==> config.mk <==
export PLATFORM = sky130hd
export DESIGN_NAME = ppc_seq
export DESIGN_NICKNAME = d
export VERILOG_FILES = /design/src/hw/rtl/prime_partition_counter_core_macros.svh /design/src/hw/rtl/ppc_pkg.sv /design/src/hw/rtl/ppc_seq.sv
export SDC_FILE = /design/constraint.sdc
export NUM_CORES = 1
export LEC_CHECK = 0
export BUFFER_PORTS_ARGS = -buffer_cell sky130_fd_sc_hd__buf_2
export CAP_MARGIN = 20
export CELL_PAD_IN_SITES_DETAIL_PLACEMENT = 1
export CELL_PAD_IN_SITES_GLOBAL_PLACEMENT = 2
export CORE_MARGIN = 2
export CORE_UTILIZATION = 25
export CTS_BUF_LIST = sky130_fd_sc_hd__clkbuf_8
export DETAILED_ROUTE_END_ITERATION = 10
export PLACE_DENSITY = 0.88
export SETUP_SLACK_MARGIN = 0.02
export SYNTH_ARGS = -nofsm -noshare
export SYNTH_HDL_FRONTEND = slang
export SYNTH_SLANG_ARGS = --single-unit
==> constraint.sdc <==
create_clock -name clk -period 2.4 [get_ports clk]
set_input_delay 0.48 -clock clk [delete_from_list [all_inputs] [get_ports clk]]
set_output_delay 0.48 -clock clk [all_outputs]
set_load 0.05 [all_outputs]
==> src/hw/rtl/prime_partition_counter_core_macros.svh <==
// Assertion helpers for the core RTL file.
`ifndef PRIME_PARTITION_COUNTER_CORE_MACROS_SVH
`define PRIME_PARTITION_COUNTER_CORE_MACROS_SVH

// Same-cycle implication, disabled while reset is asserted.
`define PPC_ASSERT_IMP(label, clk, rst_n, ante, cons, msg) \
	label: assert property (@(posedge clk) disable iff (!rst_n) (ante) |-> (cons)) \
		else $error(msg);

// Next-cycle implication, disabled while reset is asserted.
`define PPC_ASSERT_NXT(label, clk, rst_n, ante, cons, msg) \
	label: assert property (@(posedge clk) disable iff (!rst_n) (ante) |=> (cons)) \
		else $error(msg);

`endif

==> src/hw/rtl/ppc_pkg.sv <==
package ppc_pkg;

	localparam int TABLE_SIZE_DEF = 1024;
	localparam int CFG_W          = 11;
	localparam int COUNT_W        = 30;
	localparam int STATUS_W       = 2;
	localparam int PC_W           = 4;

	localparam logic [CFG_W-1:0]   LIMIT_RESET = 11'd1024;
	localparam logic [COUNT_W-1:0] COUNT_MOD   = 30'd1000000007;

	localparam logic OP_BUILD = 1'b0;
	localparam logic OP_QUERY = 1'b1;

	localparam logic [STATUS_W-1:0] STATUS_OK          = 2'd0;
	localparam logic [STATUS_W-1:0] STATUS_ABOVE_LIMIT = 2'd1;
	localparam logic [STATUS_W-1:0] STATUS_NOT_BUILT   = 2'd2;

	// Program steps
	localparam logic [PC_W-1:0] STEP_WAIT      = 4'd0;
	localparam logic [PC_W-1:0] STEP_INIT      = 4'd1;
	localparam logic [PC_W-1:0] STEP_CLEAR     = 4'd2;
	localparam logic [PC_W-1:0] STEP_SV_INIT   = 4'd3;
	localparam logic [PC_W-1:0] STEP_SV_READ   = 4'd4;
	localparam logic [PC_W-1:0] STEP_SV_TEST   = 4'd5;
	localparam logic [PC_W-1:0] STEP_SV_SKIP   = 4'd6;
	localparam logic [PC_W-1:0] STEP_SV_MARK   = 4'd7;
	localparam logic [PC_W-1:0] STEP_SV_NEXT   = 4'd8;
	localparam logic [PC_W-1:0] STEP_DP_INIT   = 4'd9;
	localparam logic [PC_W-1:0] STEP_DP_READ   = 4'd10;
	localparam logic [PC_W-1:0] STEP_DP_SKIP   = 4'd11;
	localparam logic [PC_W-1:0] STEP_DP_CNT_RD = 4'd12;
	localparam logic [PC_W-1:0] STEP_DP_CNT_WR = 4'd13;
	localparam logic [PC_W-1:0] STEP_DP_NEXT   = 4'd14;
	localparam logic [PC_W-1:0] STEP_DONE      = 4'd15;

	typedef enum logic [2:0] {
		J_HOLD,
		J_ZERO,
		J_INC,
		J_ADD_I,
		J_LOAD_SQ,
		J_LOAD_I
	} j_op_t;

	typedef enum logic [1:0] {
		I_HOLD,
		I_TWO,
		I_INC
	} i_op_t;

	typedef enum logic [2:0] {
		M_NONE,
		M_CLEAR,
		M_FLAG_RD,
		M_FLAG_SET,
		M_COUNT_RD,
		M_COUNT_WR
	} mem_op_t;

	typedef enum logic [2:0] {
		C_NEVER,
		C_ALWAYS,
		C_NO_START,
		C_J_LT_LIM,
		C_JI_LE_LIM,
		C_SQ_GT_LIM,
		C_FLAG,
		C_I_GT_LIM
	} cond_t;

	typedef struct packed {
		j_op_t            j_op;
		i_op_t            i_op;
		mem_op_t          mem_op;
		cond_t            cond;
		logic [PC_W-1:0]  target;
		logic             done;
	} ctrl_t;

	typedef struct packed {
		logic j_lt_lim;
		logic ji_le_lim;
		logic sq_gt_lim;
		logic i_gt_lim;
		logic flag;
	} dp_stat_t;

	typedef enum logic [1:0] {
		ST_IDLE,
		ST_BUILD,
		ST_QUERY,
		ST_RESULT
	} state_t;

	// Control store: one word per step
	function automatic ctrl_t ppc_rom(input logic [PC_W-1:0] pc);
		ctrl_t c;
		c        = '0;
		c.j_op   = J_HOLD;
		c.i_op   = I_HOLD;
		c.mem_op = M_NONE;
		c.cond   = C_NEVER;
		case (pc)
			STEP_WAIT: begin
				c.cond   = C_NO_START;
				c.target = STEP_WAIT;
			end
			STEP_INIT: begin
				c.j_op = J_ZERO;
			end
			STEP_CLEAR: begin
				c.mem_op = M_CLEAR;
				c.j_op   = J_INC;
				c.cond   = C_J_LT_LIM;
				c.target = STEP_CLEAR;
			end
			STEP_SV_INIT: begin
				c.i_op = I_TWO;
			end
			STEP_SV_READ: begin
				c.mem_op = M_FLAG_RD;
			end
			STEP_SV_TEST: begin
				c.cond   = C_SQ_GT_LIM;
				c.target = STEP_DP_INIT;
			end
			STEP_SV_SKIP: begin
				c.j_op   = J_LOAD_SQ;
				c.cond   = C_FLAG;
				c.target = STEP_SV_NEXT;
			end
			STEP_SV_MARK: begin
				c.mem_op = M_FLAG_SET;
				c.j_op   = J_ADD_I;
				c.cond   = C_JI_LE_LIM;
				c.target = STEP_SV_MARK;
			end
			STEP_SV_NEXT: begin
				c.i_op   = I_INC;
				c.cond   = C_ALWAYS;
				c.target = STEP_SV_READ;
			end
			STEP_DP_INIT: begin
				c.i_op = I_TWO;
			end
			STEP_DP_READ: begin
				c.mem_op = M_FLAG_RD;
				c.cond   = C_I_GT_LIM;
				c.target = STEP_DONE;
			end
			STEP_DP_SKIP: begin
				c.j_op   = J_LOAD_I;
				c.cond   = C_FLAG;
				c.target = STEP_DP_NEXT;
			end
			STEP_DP_CNT_RD: begin
				c.mem_op = M_COUNT_RD;
			end
			STEP_DP_CNT_WR: begin
				c.mem_op = M_COUNT_WR;
				c.j_op   = J_INC;
				c.cond   = C_J_LT_LIM;
				c.target = STEP_DP_CNT_RD;
			end
			STEP_DP_NEXT: begin
				c.i_op   = I_INC;
				c.cond   = C_ALWAYS;
				c.target = STEP_DP_READ;
			end
			STEP_DONE: begin
				c.done   = 1'b1;
				c.cond   = C_ALWAYS;
				c.target = STEP_WAIT;
			end
			default: begin
				c.cond   = C_ALWAYS;
				c.target = STEP_WAIT;
			end
		endcase
		return c;
	endfunction

endpackage

==> src/hw/rtl/ppc_seq.sv <==
module ppc_seq (
	input  logic              clk,
	input  logic              arst_n,
	input  logic              start,
	input  ppc_pkg::dp_stat_t stat,
	output ppc_pkg::ctrl_t    ctrl,
	output logic              busy,
	output logic              done
);

	logic [ppc_pkg::PC_W-1:0] pc_q;
	logic [ppc_pkg::PC_W-1:0] pc_d;
	logic                     take;

	assign ctrl = ppc_pkg::ppc_rom(pc_q);
	assign busy = (pc_q != ppc_pkg::STEP_WAIT);
	assign done = ctrl.done;

	always_comb begin
		case (ctrl.cond)
			ppc_pkg::C_NEVER:     take = 1'b0;
			ppc_pkg::C_ALWAYS:    take = 1'b1;
			ppc_pkg::C_NO_START:  take = !start;
			ppc_pkg::C_J_LT_LIM:  take = stat.j_lt_lim;
			ppc_pkg::C_JI_LE_LIM: take = stat.ji_le_lim;
			ppc_pkg::C_SQ_GT_LIM: take = stat.sq_gt_lim;
			ppc_pkg::C_FLAG:      take = stat.flag;
			ppc_pkg::C_I_GT_LIM:  take = stat.i_gt_lim;
			default:              take = 1'b0;
		endcase
		pc_d = take ? ctrl.target : pc_q + 1'b1;
	end

	always_ff @(posedge clk or negedge arst_n) begin
		if (!arst_n) begin
			pc_q <= ppc_pkg::STEP_WAIT;
		end else begin
			pc_q <= pc_d;
		end
	end

endmodule

==> metrics.txt <==
# TYPE chip_impl_metric gauge
chip_impl_info{name="outcome",value="finished clean"} 1
chip_impl_metric{name="number_of_flip_flops_in_the_largest_register",unit=""} 4
chip_impl_metric{name="yosysWarningCount",unit=""} 0
chip_impl_metric{name="placement.io_buffers",unit=""} 25
chip_impl_metric{name="antenna_cells_inserted",unit=""} 0
chip_impl_metric{name="first_global_vias",unit=""} 672
chip_impl_metric{name="layout_worst_path_cycle_share",unit="%"} 97.6
chip_impl_metric{name="instances_no_fill",unit=""} 136
chip_impl_info{name="busiest_layer",value="met2"} 1
chip_impl_metric{name="maxCapViolations",unit=""} 0
chip_impl_metric{name="dieWidth",unit="µm"} 55.2
chip_impl_info{name="end_kind",value="flop"} 1
chip_impl_metric{name="max_freq",unit="MHz"} 427
chip_impl_metric{name="synth_async_sr_flop_share",unit="%"} 100
chip_impl_metric{name="cts_hold_repair.buffers",unit=""} 0
chip_impl_metric{name="clock_latency",unit="ps"} 220
chip_impl_metric{name="final_area",unit="µm²"} 976
chip_impl_metric{name="global_route.usage.met1",unit="%"} 14.8
chip_impl_info{name="worst_setup_path_start_kind",value="flop"} 1
chip_impl_metric{name="synth.yosys.seq_area_share",unit="%"} 15.3
chip_impl_info{name="synth-main-ff-cell",value="sky130_fd_sc_hd__dfrtp_1"} 1
chip_impl_metric{name="firstDrtPassIters",unit=""} 4
chip_impl_metric{name="clk_path_buf_depth",unit=""} 2
chip_impl_metric{name="drv_slew",unit=""} 0
chip_impl_metric{name="fp.dieArea",unit="µm²"} 3050
chip_impl_metric{name="gp_routability_congestion",unit=""} 0.767
chip_impl_info{name="clock_tree.root_cell",value="sky130_fd_sc_hd__clkbuf_8"} 1
chip_impl_metric{name="syn_inst",unit=""} 75
chip_impl_metric{name="grt_met2_use",unit="%"} 23.8
chip_impl_metric{name="number_of_clock_sinks_seen_by_cts",unit=""} 4
chip_impl_metric{name="area.sequential",unit="µm²"} 103
chip_impl_metric{name="worst_setup_hold_path_clk_slew",unit="ps"} 30
chip_impl_metric{name="final.setup_skew",unit="ps"} 2.83
chip_impl_metric{name="total_i_o_pin_count",unit=""} 26
chip_impl_metric{name="finish.utilization",unit="%"} 39.4
chip_impl_metric{name="tightestPinTransition",unit="ps"} 452
chip_impl_metric{name="cts_inserted_buffers",unit=""} 3
chip_impl_metric{name="postRouteWirelength",unit="µm"} 2040
chip_impl_metric{name="crit_path_max_fanout",unit=""} 7
chip_impl_metric{name="fin_crit",unit="ps"} 2340
chip_impl_info{name="critical_path_class",value="flop to flop"} 1
chip_impl_metric{name="global_route.overflow_total",unit=""} 0
chip_impl_metric{name="number_of_synthesized_register_bits",unit=""} 4
chip_impl_metric{name="postSynthNetCount",unit=""} 87
chip_impl_info{name="synth.top_cells.by_area",value="sky130_fd_sc_hd__dfrtp_1 15%, sky130_fd_sc_hd__mux2_4 9.2%, sky130_fd_sc_hd__ha_1 7.6%"} 1
chip_impl_info{name="max_flop_register",value="pc_q"} 1
chip_impl_metric{name="postPlaceCellArea",unit="µm²"} 850
chip_impl_metric{name="gr-usage-met3",unit="%"} 0.937
chip_impl_info{name="netlist.top_cell.by_area",value="sky130_fd_sc_hd__dfrtp_1"} 1
chip_impl_metric{name="synth_top_area_share",unit="%"} 15.3
chip_impl_info{name="tritoncts",value="yes"} 1
chip_impl_metric{name="cp_data_required_time",unit="ps"} 2490
chip_impl_metric{name="placeableCoreArea",unit="µm²"} 2480
chip_impl_metric{name="avgRoutedWirePerCell",unit="µm"} 15.0
chip_impl_metric{name="initial_antenna_violation_count",unit=""} 0
chip_impl_metric{name="rows",unit=""} 18
chip_impl_metric{name="via_per_inst",unit=""} 4.89
chip_impl_metric{name="nNetsFinal",unit=""} 120
chip_impl_metric{name="h-tree-depth",unit=""} 1
chip_impl_metric{name="grt_start_max_net_pins",unit=""} 19
chip_impl_metric{name="finalSetupTns",unit="ps"} 0
chip_impl_metric{name="setup_viol_count_final",unit=""} 0
chip_impl_metric{name="fillerInstances",unit=""} 308
chip_impl_metric{name="slew-limit-headroom",unit="%"} 69.9
chip_impl_metric{name="post_synth.cell_area_avg",unit="µm²"} 8.74
chip_impl_metric{name="die_height",unit="µm"} 55.2
chip_impl_metric{name="initialDrtViolationCount",unit=""} 5
chip_impl_metric{name="detailed_placement_hpwl",unit="µm"} 1480
chip_impl_metric{name="ant_nets",unit=""} 0
chip_impl_metric{name="synth_enable_flop_cells",unit=""} 0
chip_impl_info{name="layout_top_registers",value="pc_q (4)"} 1
chip_impl_metric{name="drc",unit=""} 0
chip_impl_metric{name="synth_cell_type_count",unit=""} 39
chip_impl_info{name="rsz0062_at_grt",value="true"} 1
chip_impl_metric{name="initial_core_util",unit="%"} 26.5
chip_impl_metric{name="groute.usage.overall",unit="%"} 12.6
chip_impl_metric{name="drive_above_1_share",unit="%"} 59.4
chip_impl_metric{name="hold_violations",unit=""} 0
chip_impl_metric{name="dpl.cell_count",unit=""} 126
chip_impl_info{name="netlist_top_cells_count",value="6 x sky130_fd_sc_hd__nand2_1, 6 x sky130_fd_sc_hd__nor2_1"} 1
chip_impl_metric{name="worst-endpoint-arrival",unit="ps"} 2440
chip_impl_metric{name="vias",unit=""} 665
chip_impl_metric{name="multi_input_area",unit="µm²"} 567
chip_impl_metric{name="syn2layout_area_growth",unit="%"} 48.9
chip_impl_metric{name="post_synthesis_cell_area",unit="µm²"} 656
chip_impl_info{name="timing.hold.worst.class",value="primary input to asynchronous set/reset pin"} 1
chip_impl_metric{name="wire_length_of_the_first_global_routing_pass",unit="µm"} 3160
## critical path, cell delays in order (launching register included)
cell and delay (ps):
sky130_fd_sc_hd__dfrtp_2 440, sky130_fd_sc_hd__inv_2 130, sky130_fd_sc_hd__ha_4 210, sky130_fd_sc_hd__buf_4 180
sky130_fd_sc_hd__o21ai_4 80, sky130_fd_sc_hd__o22a_2 270, sky130_fd_sc_hd__buf_4 150, sky130_fd_sc_hd__o311ai_4 420
sky130_fd_sc_hd__mux2_4 340
## cell type report
type | instances | share of cell area [%]
clock buffer | 3 | 4.23
sequential | 4 | 10.5
tap | 30 | 3.85
inverter | 4 | 1.54
multi-input combinational | 59 | 58.1
timing repair buffer | 36 | 21.8
## cell usage in the layout (no fill, tap or decap), types with 2 or more instances in the layout
| cell type | n |
|---|---|
| sky130_fd_sc_hd__buf_2 | 23 |
| sky130_fd_sc_hd__buf_4 | 12 |
| sky130_fd_sc_hd__nand2_1 | 6 |
| sky130_fd_sc_hd__nor2_1 | 6 |
| sky130_fd_sc_hd__a21oi_1 | 4 |
| sky130_fd_sc_hd__mux2_4 | 4 |
| sky130_fd_sc_hd__mux2i_1 | 3 |
| sky130_fd_sc_hd__o21ai_1 | 3 |
| sky130_fd_sc_hd__ha_4 | 3 |
| sky130_fd_sc_hd__clkbuf_8 | 3 |
| sky130_fd_sc_hd__inv_2 | 2 |
| sky130_fd_sc_hd__nor2b_1 | 2 |
| sky130_fd_sc_hd__o22ai_1 | 2 |
| sky130_fd_sc_hd__inv_1 | 2 |
| sky130_fd_sc_hd__dfrtp_2 | 2 |
| sky130_fd_sc_hd__dfrtp_1 | 2 |
## timing repair
item | in CTS | in global routing
pin swaps | 1 | 3
setup buffers | 0 | 7
setup endpoints to repair | 6 | 7
gates resized for setup | 2 | 8
## logic make-up after synthesis
| logic type | Yosys count | synth area share [%] |
|---|---|---|
| fa+ha+maj | 4 | 7.63 |
| buf+inv | 12 | 8.39 |
| simple gates | 22 | 18.1 |
| compound gates | 23 | 32.1 |
| mux | 8 | 15.8 |
| xor+xnor | 2 | 2.67 |
| flops | 4 | 15.3 |
## routing by layer
| metal | part of all wire [%] | up-vias | routed length, µm |
|---|---|---|---|
| met2 | 54 | 15 | 1110 |
| met4 | 0.69 | 0 | 14 |
| met3 | 2.7 | 2 | 56 |
| met5 | 0 | - | 0 |
| li1 | - | 330 | - |
| met1 | 42 | 318 | 857 |
## path summary, 6_finish.rpt
path / slack (ps) / cells after the start / startpoint / end
max in group asynchronous: 2200 / 1 / arst_n / pc_q[0]
worst min register to register: 770 / 2 / pc_q[0] / pc_q[0]
worst min-delay path: 60 / 1 / arst_n / pc_q[1]
min in group clk: 770 / 2 / pc_q[0] / pc_q[0]
worst max register to register: 60 / 8 / pc_q[0] / pc_q[0]
worst max-delay path: 60 / 8 / pc_q[0] / pc_q[0]
## stage by stage
stage | worst slack (ps) | hold WS, ps
floorplan | -97.4 | 184
finish | 57.2 | 63.1
CTS | 17.1 | 67.4
global route | -13.2 | 65.4
global placement | 126 | 289
detailed placement | 14.5 | 294
Power is not shown: default switching activity piles up to over one toggle a cycle in this logic, so the estimate is an artifact.
